===== src/hdl/msg_pkg.sv =====
// shared types and constants for the multi-stop gradient pixel unit
// no dependencies; every other file uses this package by scoped names
`default_nettype none

package msg_pkg;

	localparam int unsigned MAX_STOPS = 8;
	localparam int unsigned MAX_SPAN  = 4096;

	localparam int unsigned IDX_W = 3;
	localparam int unsigned POS_W = 12;
	localparam int unsigned CNT_W = 4;
	localparam int unsigned LEN_W = 13;
	localparam int unsigned T_W   = 15;   // pos * (stops - 1)
	localparam int unsigned SEG_W = 3;
	localparam int unsigned NUM_W = 20;   // |delta| * remainder
	localparam int unsigned CH_W  = 8;
	localparam int unsigned LANES = 4;

	localparam logic CMD_WRITE = 1'b0;
	localparam logic CMD_PIXEL = 1'b1;

	localparam logic [1:0] REG_STOP_COUNT    = 2'd0;
	localparam logic [1:0] REG_SPAN_LENGTH   = 2'd1;
	localparam logic [1:0] REG_ROUNDING_MODE = 2'd2;

	localparam logic [CNT_W-1:0] STOP_COUNT_RST = 4'd2;
	localparam logic [LEN_W-1:0] SPAN_RST       = 13'd256;

	typedef struct packed {
		logic                              cmd;
		logic [IDX_W-1:0]                  idx;
		logic [LANES*CH_W-1:0]             color;
		logic                              oor;
		logic                              mode;
		logic [LEN_W-1:0]                  len;
		logic [T_W-1:0]                    rem1;
		logic [SEG_W-1:0]                  seg;
		logic [LANES-1:0][CH_W-1:0]        lo;
		logic [LANES-1:0][CH_W-1:0]        hi;
		logic [LANES-1:0][NUM_W-1:0]       num;
		logic [LANES-1:0][CH_W-1:0]        q;
		logic [LANES-1:0]                  neg;
	} item_t;

endpackage

`default_nettype wire


===== src/hdl/msg_seg_cell.sv =====
// one bit of the segment division t / len, one cell of the segment chain
// depends on msg_pkg
`default_nettype none

module msg_seg_cell #(
	parameter int unsigned BIT = 0
) (
	input  wire logic          clk,
	input  wire logic          arst_n,
	input  wire logic          up_valid,
	output logic               up_ready,
	input  wire msg_pkg::item_t up_item,
	output logic               dn_valid,
	input  wire logic          dn_ready,
	output msg_pkg::item_t     dn_item
);

	localparam int unsigned CW = msg_pkg::T_W + 1;

	logic           valid_q;
	msg_pkg::item_t item_q;
	msg_pkg::item_t nxt;
	logic [CW-1:0]  dv;
	logic [CW-1:0]  rem;

	assign up_ready = !valid_q || dn_ready;
	assign dn_valid = valid_q;
	assign dn_item  = item_q;

	always_comb begin
		nxt = up_item;
		dv  = CW'(up_item.len) << BIT;
		rem = CW'(up_item.rem1);
		if (rem >= dv) begin
			nxt.rem1     = msg_pkg::T_W'(rem - dv);
			nxt.seg[BIT] = 1'b1;
		end
	end

	always_ff @(posedge clk or negedge arst_n) begin
		if (!arst_n) begin
			valid_q <= 1'b0;
		end else if (up_ready) begin
			valid_q <= up_valid;
		end
	end

	always_ff @(posedge clk) begin
		if (up_ready && up_valid) begin
			item_q <= nxt;
		end
	end

endmodule

`default_nettype wire


===== src/hdl/msg_stop_stage.sv =====
// stop table: writes commit here in stream order, pixels read both neighbor stops
// depends on msg_pkg
`default_nettype none

module msg_stop_stage (
	input  wire logic          clk,
	input  wire logic          arst_n,
	input  wire logic          up_valid,
	output logic               up_ready,
	input  wire msg_pkg::item_t up_item,
	output logic               dn_valid,
	input  wire logic          dn_ready,
	output msg_pkg::item_t     dn_item
);

	logic           valid_q;
	msg_pkg::item_t item_q;
	logic [msg_pkg::LANES-1:0][msg_pkg::CH_W-1:0] lo_q;
	logic [msg_pkg::LANES-1:0][msg_pkg::CH_W-1:0] hi_q;
	logic [msg_pkg::LANES*msg_pkg::CH_W-1:0] stop_q [msg_pkg::MAX_STOPS];

	assign up_ready = !valid_q || dn_ready;
	assign dn_valid = valid_q;

	always_comb begin
		dn_item    = item_q;
		dn_item.lo = lo_q;
		dn_item.hi = hi_q;
	end

	// write items end here and make no result
	always_ff @(posedge clk or negedge arst_n) begin
		if (!arst_n) begin
			valid_q <= 1'b0;
		end else if (up_ready) begin
			valid_q <= up_valid && (up_item.cmd == msg_pkg::CMD_PIXEL);
		end
	end

	always_ff @(posedge clk) begin
		if (up_ready && up_valid) begin
			if (up_item.cmd == msg_pkg::CMD_WRITE) begin
				stop_q[up_item.idx] <= up_item.color;
			end
			item_q <= up_item;
			lo_q   <= stop_q[up_item.seg];
			hi_q   <= stop_q[up_item.seg + msg_pkg::SEG_W'(1)];
		end
	end

endmodule

`default_nettype wire


===== src/hdl/msg_mul_cell.sv =====
// per channel delta magnitude times segment remainder, sign kept aside
// depends on msg_pkg
`default_nettype none

module msg_mul_cell (
	input  wire logic          clk,
	input  wire logic          arst_n,
	input  wire logic          up_valid,
	output logic               up_ready,
	input  wire msg_pkg::item_t up_item,
	output logic               dn_valid,
	input  wire logic          dn_ready,
	output msg_pkg::item_t     dn_item
);

	localparam int unsigned PW = msg_pkg::CH_W + msg_pkg::LEN_W;

	logic           valid_q;
	msg_pkg::item_t item_q;
	msg_pkg::item_t nxt;
	logic [msg_pkg::CH_W-1:0] mag [msg_pkg::LANES];
	logic [PW-1:0]            prod [msg_pkg::LANES];

	assign up_ready = !valid_q || dn_ready;
	assign dn_valid = valid_q;
	assign dn_item  = item_q;

	always_comb begin
		nxt = up_item;
		for (int k = 0; k < msg_pkg::LANES; k++) begin
			nxt.neg[k] = up_item.hi[k] < up_item.lo[k];
			mag[k]     = nxt.neg[k] ? (up_item.lo[k] - up_item.hi[k])
			                        : (up_item.hi[k] - up_item.lo[k]);
			prod[k]    = PW'(mag[k]) * PW'(up_item.rem1[msg_pkg::LEN_W-1:0]);
			nxt.num[k] = prod[k][msg_pkg::NUM_W-1:0];
			nxt.q[k]   = '0;
		end
	end

	always_ff @(posedge clk or negedge arst_n) begin
		if (!arst_n) begin
			valid_q <= 1'b0;
		end else if (up_ready) begin
			valid_q <= up_valid;
		end
	end

	always_ff @(posedge clk) begin
		if (up_ready && up_valid) begin
			item_q <= nxt;
		end
	end

endmodule

`default_nettype wire


===== src/hdl/msg_chan_cell.sv =====
// one quotient bit of num / len for all four channels, one cell of the blend chain
// depends on msg_pkg
`default_nettype none

module msg_chan_cell #(
	parameter int unsigned BIT = 0
) (
	input  wire logic          clk,
	input  wire logic          arst_n,
	input  wire logic          up_valid,
	output logic               up_ready,
	input  wire msg_pkg::item_t up_item,
	output logic               dn_valid,
	input  wire logic          dn_ready,
	output msg_pkg::item_t     dn_item
);

	localparam int unsigned CW = msg_pkg::NUM_W + msg_pkg::CH_W;

	logic           valid_q;
	msg_pkg::item_t item_q;
	msg_pkg::item_t nxt;
	logic [CW-1:0]  dv;

	assign up_ready = !valid_q || dn_ready;
	assign dn_valid = valid_q;
	assign dn_item  = item_q;

	always_comb begin
		nxt = up_item;
		dv  = CW'(up_item.len) << BIT;
		for (int k = 0; k < msg_pkg::LANES; k++) begin
			if (CW'(up_item.num[k]) >= dv) begin
				nxt.num[k]    = msg_pkg::NUM_W'(CW'(up_item.num[k]) - dv);
				nxt.q[k][BIT] = 1'b1;
			end
		end
	end

	always_ff @(posedge clk or negedge arst_n) begin
		if (!arst_n) begin
			valid_q <= 1'b0;
		end else if (up_ready) begin
			valid_q <= up_valid;
		end
	end

	always_ff @(posedge clk) begin
		if (up_ready && up_valid) begin
			item_q <= nxt;
		end
	end

endmodule

`default_nettype wire


===== src/hdl/multi_stop_gradient_pixel_unit.sv =====
// top level of the multi-stop gradient pixel unit: config registers, cell chain, output
// depends on msg_pkg, msg_seg_cell, msg_stop_stage, msg_mul_cell, msg_chan_cell
//
//   channel   dir   handshake              payload
//   s_axis    in    tvalid/tready          tdata: stop and position, tuser: command
//   m_axis    out   tvalid/tready          tdata: rgba, tuser: out_of_range
//   apb       in    psel/penable/pready    stop_count, span_length, rounding_mode
//
// one item per clock while the output is not stalled; a pixel item passes the cell chain:
// 3 segment division cells, table read, multiply, 8 channel division cells,
// output register
// each cell holds while its neighbor is full, so bubbles close up under stall
// reset clears valid flags and config registers; the stop table is garbage until written
`default_nettype none

module multi_stop_gradient_pixel_unit (
	input  wire logic        clk,
	input  wire logic        arst_n,
	input  wire logic        s_axis_tvalid,
	output logic             s_axis_tready,
	// stop_index, stop_red, stop_green, stop_blue, stop_alpha, pixel_position, zero pad
	input  wire logic [47:0] s_axis_tdata,
	// command
	input  wire logic [0:0]  s_axis_tuser,
	output logic             m_axis_tvalid,
	input  wire logic        m_axis_tready,
	// pixel_red, pixel_green, pixel_blue, pixel_alpha
	output logic [31:0]      m_axis_tdata,
	// out_of_range
	output logic [0:0]       m_axis_tuser,
	input  wire logic        psel,
	input  wire logic        penable,
	input  wire logic        pwrite,
	input  wire logic [3:0]  paddr,
	input  wire logic [31:0] pwdata,
	output logic [31:0]      prdata,
	output logic             pready
);

	localparam int unsigned NCELL = msg_pkg::SEG_W + 2 + msg_pkg::CH_W;

	logic [msg_pkg::CNT_W-1:0] stop_count_q;
	logic [msg_pkg::LEN_W-1:0] span_length_q;
	logic                      rounding_mode_q;

	assign pready = 1'b1;

	always_ff @(posedge clk or negedge arst_n) begin
		if (!arst_n) begin
			stop_count_q    <= msg_pkg::STOP_COUNT_RST;
			span_length_q   <= msg_pkg::SPAN_RST;
			rounding_mode_q <= 1'b0;
		end else if (psel && penable && pwrite && pready) begin
			unique case (paddr[3:2])
				msg_pkg::REG_STOP_COUNT:    stop_count_q    <= pwdata[msg_pkg::CNT_W-1:0];
				msg_pkg::REG_SPAN_LENGTH:   span_length_q   <= pwdata[msg_pkg::LEN_W-1:0];
				msg_pkg::REG_ROUNDING_MODE: rounding_mode_q <= pwdata[0];
				default: ;
			endcase
		end
	end

	always_comb begin
		unique case (paddr[3:2])
			msg_pkg::REG_STOP_COUNT:    prdata = 32'(stop_count_q);
			msg_pkg::REG_SPAN_LENGTH:   prdata = 32'(span_length_q);
			msg_pkg::REG_ROUNDING_MODE: prdata = 32'(rounding_mode_q);
			default:                    prdata = '0;
		endcase
	end

	// front end: clamp config, range check, t = pos * (stops - 1)
	logic [msg_pkg::SEG_W-1:0] nm1;
	logic [msg_pkg::LEN_W-1:0] len;
	logic [msg_pkg::POS_W-1:0] pos;
	msg_pkg::item_t            in_item;

	assign pos = s_axis_tdata[46:35];

	always_comb begin
		if (stop_count_q < msg_pkg::CNT_W'(2)) begin
			nm1 = msg_pkg::SEG_W'(1);
		end else if (stop_count_q > msg_pkg::CNT_W'(msg_pkg::MAX_STOPS)) begin
			nm1 = msg_pkg::SEG_W'(msg_pkg::MAX_STOPS - 1);
		end else begin
			nm1 = msg_pkg::SEG_W'(stop_count_q - msg_pkg::CNT_W'(1));
		end
		if (span_length_q > msg_pkg::LEN_W'(msg_pkg::MAX_SPAN)) begin
			len = msg_pkg::LEN_W'(msg_pkg::MAX_SPAN);
		end else begin
			len = span_length_q;
		end
		in_item       = '0;
		in_item.cmd   = s_axis_tuser[0];
		in_item.idx   = s_axis_tdata[2:0];
		in_item.color = s_axis_tdata[34:3];
		in_item.mode  = rounding_mode_q;
		in_item.len   = len;
		in_item.oor   = (len == '0) || (msg_pkg::LEN_W'(pos) >= len);
		in_item.rem1  = msg_pkg::T_W'(pos) * msg_pkg::T_W'(nm1);
	end

	// cell chain
	logic           c_valid [NCELL+1];
	logic           c_ready [NCELL+1];
	msg_pkg::item_t c_item  [NCELL+1];

	assign c_valid[0]    = s_axis_tvalid;
	assign c_item[0]     = in_item;
	assign s_axis_tready = c_ready[0];

	for (genvar g = 0; g < msg_pkg::SEG_W; g++) begin : g_seg
		msg_seg_cell #(.BIT(msg_pkg::SEG_W - 1 - g)) u_cell (
			.clk(clk), .arst_n(arst_n),
			.up_valid(c_valid[g]), .up_ready(c_ready[g]), .up_item(c_item[g]),
			.dn_valid(c_valid[g+1]), .dn_ready(c_ready[g+1]), .dn_item(c_item[g+1])
		);
	end

	msg_stop_stage u_stop (
		.clk(clk), .arst_n(arst_n),
		.up_valid(c_valid[msg_pkg::SEG_W]), .up_ready(c_ready[msg_pkg::SEG_W]),
		.up_item(c_item[msg_pkg::SEG_W]),
		.dn_valid(c_valid[msg_pkg::SEG_W+1]), .dn_ready(c_ready[msg_pkg::SEG_W+1]),
		.dn_item(c_item[msg_pkg::SEG_W+1])
	);

	msg_mul_cell u_mul (
		.clk(clk), .arst_n(arst_n),
		.up_valid(c_valid[msg_pkg::SEG_W+1]), .up_ready(c_ready[msg_pkg::SEG_W+1]),
		.up_item(c_item[msg_pkg::SEG_W+1]),
		.dn_valid(c_valid[msg_pkg::SEG_W+2]), .dn_ready(c_ready[msg_pkg::SEG_W+2]),
		.dn_item(c_item[msg_pkg::SEG_W+2])
	);

	for (genvar g = 0; g < msg_pkg::CH_W; g++) begin : g_chan
		localparam int unsigned P = msg_pkg::SEG_W + 2 + g;
		msg_chan_cell #(.BIT(msg_pkg::CH_W - 1 - g)) u_cell (
			.clk(clk), .arst_n(arst_n),
			.up_valid(c_valid[P]), .up_ready(c_ready[P]), .up_item(c_item[P]),
			.dn_valid(c_valid[P+1]), .dn_ready(c_ready[P+1]), .dn_item(c_item[P+1])
		);
	end

	// output register: sign, rounding and range flag
	logic                            out_valid_q;
	logic [31:0]                     out_data_q;
	logic                            out_oor_q;
	msg_pkg::item_t                  last;
	logic [msg_pkg::CH_W-1:0]        off  [msg_pkg::LANES];
	logic [msg_pkg::LANES*msg_pkg::CH_W-1:0] color;

	assign last              = c_item[NCELL];
	assign c_ready[NCELL]    = !out_valid_q || m_axis_tready;
	assign m_axis_tvalid     = out_valid_q;
	assign m_axis_tdata      = out_data_q;
	assign m_axis_tuser[0]   = out_oor_q;

	always_comb begin
		for (int k = 0; k < msg_pkg::LANES; k++) begin
			if (last.neg[k]) begin
				// floor steps one further down when the division left a remainder
				off[k] = -last.q[k] - msg_pkg::CH_W'(!last.mode && (last.num[k] != '0));
			end else begin
				off[k] = last.q[k];
			end
			color[k*msg_pkg::CH_W +: msg_pkg::CH_W] = last.oor ? '0 : (last.lo[k] + off[k]);
		end
	end

	always_ff @(posedge clk or negedge arst_n) begin
		if (!arst_n) begin
			out_valid_q <= 1'b0;
		end else if (c_ready[NCELL]) begin
			out_valid_q <= c_valid[NCELL];
		end
	end

	always_ff @(posedge clk) begin
		if (c_ready[NCELL] && c_valid[NCELL]) begin
			out_data_q <= color;
			out_oor_q  <= last.oor;
		end
	end

endmodule

`default_nettype wire


===== config.mk =====
export PLATFORM = sky130hd
export DESIGN_NAME = multi_stop_gradient_pixel_unit
export DESIGN_NICKNAME = d
export VERILOG_FILES = /design/src/hdl/msg_pkg.sv /design/src/hdl/msg_seg_cell.sv /design/src/hdl/msg_stop_stage.sv /design/src/hdl/msg_mul_cell.sv /design/src/hdl/msg_chan_cell.sv /design/src/hdl/multi_stop_gradient_pixel_unit.sv
export SDC_FILE = /design/constraint.sdc
export NUM_CORES = 2
export LEC_CHECK = 0
export BUFFER_PORTS_ARGS = -buffer_cell sky130_fd_sc_hd__buf_2
export CORE_ASPECT_RATIO = 2
export CORE_MARGIN = 2
export CORE_UTILIZATION = 41
export DETAILED_ROUTE_END_ITERATION = 8
export HOLD_SLACK_MARGIN = 0.03
export PLACE_DENSITY_LB_ADDON = 0.05
export SETUP_SLACK_MARGIN = 0.02
export SYNTH_ARGS = -nofsm -noshare
export SYNTH_HDL_FRONTEND = slang
export SYNTH_HIERARCHICAL = 1
export SYNTH_SLANG_ARGS = --single-unit

===== constraint.sdc =====
create_clock -name clk -period 19.8 [get_ports clk]
set_input_delay 0.99 -clock clk [delete_from_list [all_inputs] [get_ports clk]]
set_output_delay 0.99 -clock clk [all_outputs]
set_load 0.05 [all_outputs]

==> flow_summary_export.csv <==
group,metric,value,unit
outcome,outcome,"complete, no violations",
setup_path,worstSetupPathType,"reg -> reg",
detailed_routing,drt_pre_antenna_iters,5,
detailed_routing,drcViolationCount,0,
cells_and_area,nets,10732,
pwr,p_sw_share,41.8,%
setup_path,critical_path_arrival,8.58,ns
timing,rsz0062_at_grt,"false",
detailed_routing,vias,71302,
hold_path,min_path_type,"in -> async",
grt,use_met2,43.9,%
setup_path,critPathCaptureType,"register",
pwr,p_switching,11.3,mW
floorplan,core_area,285000,sq um
pwr,p_per_area,211,nW/um^2
cts,cts_setup_buffers,0,
pwr,combPwrFrac,62.6,%
cells_and_area,post_route_cells_drive_above_1_share,11.2,%
cts,cts_tree,"done",
detailed_routing,routed_wl,316000,microns
pwr,p_clk_share,13.7,%
grt,grtUsageMet3,2.16,%
placed_design,dp_hpwl,250000,microns
placed_design,place_worst_setup_slack,11.86,ns
cells_and_area,nFillCells,25745,
logic_synthesis,yosysWarnings,6,
cells_and_area,layout_commonest_cell,"edfxtp_1",
timing,hold_viol,0,
cts,clk_pin_slew_worst_paths,0.07,ns
pwr,ir_drop,298,uV
timing,min_period_over_period,40.4,%
grt,grt_max_degree,103,
detailed_routing,postRouteAntennaNets,0,
timing,fin_ws,11.81,ns
setup_path,path_max_fanout,13,
cts,cts.hold.buffers_added,0,
timing,slew_viol_final,0,
floorplan,row_count,277,
grt,grt_antenna_before_repair,8,
pwr,p_int,15.8,mW
floorplan,die_w,382,microns
grt,grt_overflow,0,
placed_design,io_buffers,117,
timing,max_freq,0.125,GHz
grt,grt_pass1_vias,76472,
detailed_routing,drt-initial-drc-count,3167,
timing,skew,0.114,ns
cts,cts_resized,0,
setup_path,crit_family,"compound AO/OA/AOI/OAI gates",
grt,grt.busiest_layer,"met2",
setup_path,slowest_delay,0.88,ns
detailed_routing,avgRoutedWirePerCell,23.5,microns
cts,numClockSinks,2040,
setup_path,critPathLaunchType,"register",
cells_and_area,mostFrequentLayoutCells,"edfxtp_1, ha_1, inv_1",
cells_and_area,area_delta_synth_final,9.59,%
timing,worstMarginPinSlew,1.39,ns
cts,clock_latency,0.92,ns
job,cap_violations,0,
cts,htreeDepth,4,
logic_synthesis,syn_area_per_cell,12.5,sq um
grt,grt.total_usage,21.8,%
detailed_routing,viasPerCell,5.29,
grt,grt_util_met1,17.6,%
pwr,p_seq_share,23.6,%
logic_synthesis,synthCells,9373,
setup_path,ff2ff_setup_slack,11.81,ns
logic_synthesis,syn-cell-area,117000,sq um
setup_path,cp.required,20.39,ns
floorplan,initial_core_util,41.2,%
setup_path,worst-path-buf-inv,6,
timing,fin_setup_tns,0,ns
cts,root_buffer,"clkbuf_16",
timing,period_minus_slack,7.99,ns
timing,relSlewSlack,6.47,%
floorplan,dieHeight,760,microns
setup_path,crit_path_top_delay_cell,"a211oi_2",
floorplan,dieArea,290000,sq um
pwr,leakage,48.9,nW
grt,grt_pass1_wl,472000,microns
cts,clk_path_buf_depth,4,
floorplan,ios,160,
cts,numCtsBuffers,196,
timing,setup_viol,0,
placed_design,place_congestion,0.959,
-- worst register-to-register path, cell delays in order, from the launching register on --
cell      delay, ns
edfxtp_1       0.43
inv_1          0.10
ha_1           0.14
inv_1          0.05
fa_1           0.40
a21oi_1        0.36
o31ai_2        0.11
o21a_1         0.38
inv_6          0.19
mux2i_4        0.30
mux2i_1        0.12
a211oi_2       0.88
nand2_1        0.18
fa_1           0.51
fa_1           0.49
inv_1          0.05
fa_1           0.48
inv_1          0.05
fa_1           0.47
inv_1          0.04
ha_1           0.32
o21a_1         0.13
o31a_1         0.13
o211ai_1       0.27
a21oi_1        0.18
o41ai_1        0.56
o21ai_0        0.23
xnor2_1        0.16
-- worst paths after layout --
kind	startpoint	to	cells after the start
max	u_stop/dn_item[116]	u_mul/dn_item[55]	27
min	arst_n	span_length_q[5]	2
max reg2reg	u_stop/dn_item[116]	u_mul/dn_item[55]	27
min reg2reg	g_seg[2].u_cell/dn_item[198]	u_stop/dn_item[198]	0
max in group asynchronous	arst_n	g_chan[7].u_cell/dn_valid	2
min in group clk	s_axis_tdata[29]	g_seg[0].u_cell/dn_item[239]	1
-- per-layer routing --
metal,vias to the layer above,part of all wire (%)
li1,34627,-
met1,34622,29
met2,1288,57
met3,765,2.4
met4,0,11
met5,-,0
-- through the flow --
stage	instances	hold WS (ns)	total power, mW	utilization (%)	cell area (sq um)
floorplan	9425	0.400	19.9	-	117000
detailed placement	13124	0.405	23.6	42.9	122000
global placement	13124	0.400	23.5	42.9	122000
finish	13487	0.220	27.2	45.2	128000
CTS	13469	0.164	27.5	45.1	128000
global route	13482	0.196	29.9	45.1	128000
-- state kept, by name, summed over array words and instances (netlist names), 4 cells and up --
register	count
m_axis_tdata	32
u_mul/dn_item	131
span_length_q	13
u_stop/dn_item	92
g_chan.u_cell/dn_item	1291
stop_count_q	4
g_seg.u_cell/dn_item	205
u_stop/stop_q	256
g_chan.u_cell/dn_valid	8
-- area by class of cell --
| type | count | area, sq um | share of cell area, % |
|---|---|---|---|
| clock inverters | 112 | 1110 | 0.867 |
| clock buffers | 233 | 5120 | 3.98 |
| well taps | 3766 | 4710 | 3.67 |
| diodes | 18 | 45.0 | 0.0351 |
| inverters | 758 | 2860 | 2.22 |
| flip-flops and latches | 2040 | 61100 | 47.6 |
| multi-input cells | 6321 | 52000 | 40.5 |
| repair buffers | 239 | 1510 | 1.18 |
-- power by group through the flow --
stage,sequential (mW),clock (mW),combinational [mW]
floorplan,6.42,0,13.4
global placement,6.51,0,17.0
detailed placement,6.52,0,17.1
CTS,6.43,3.86,17.2
global route,6.46,4.00,19.5
finish,6.42,3.72,17.0
(Power assumes the default switching activity.)
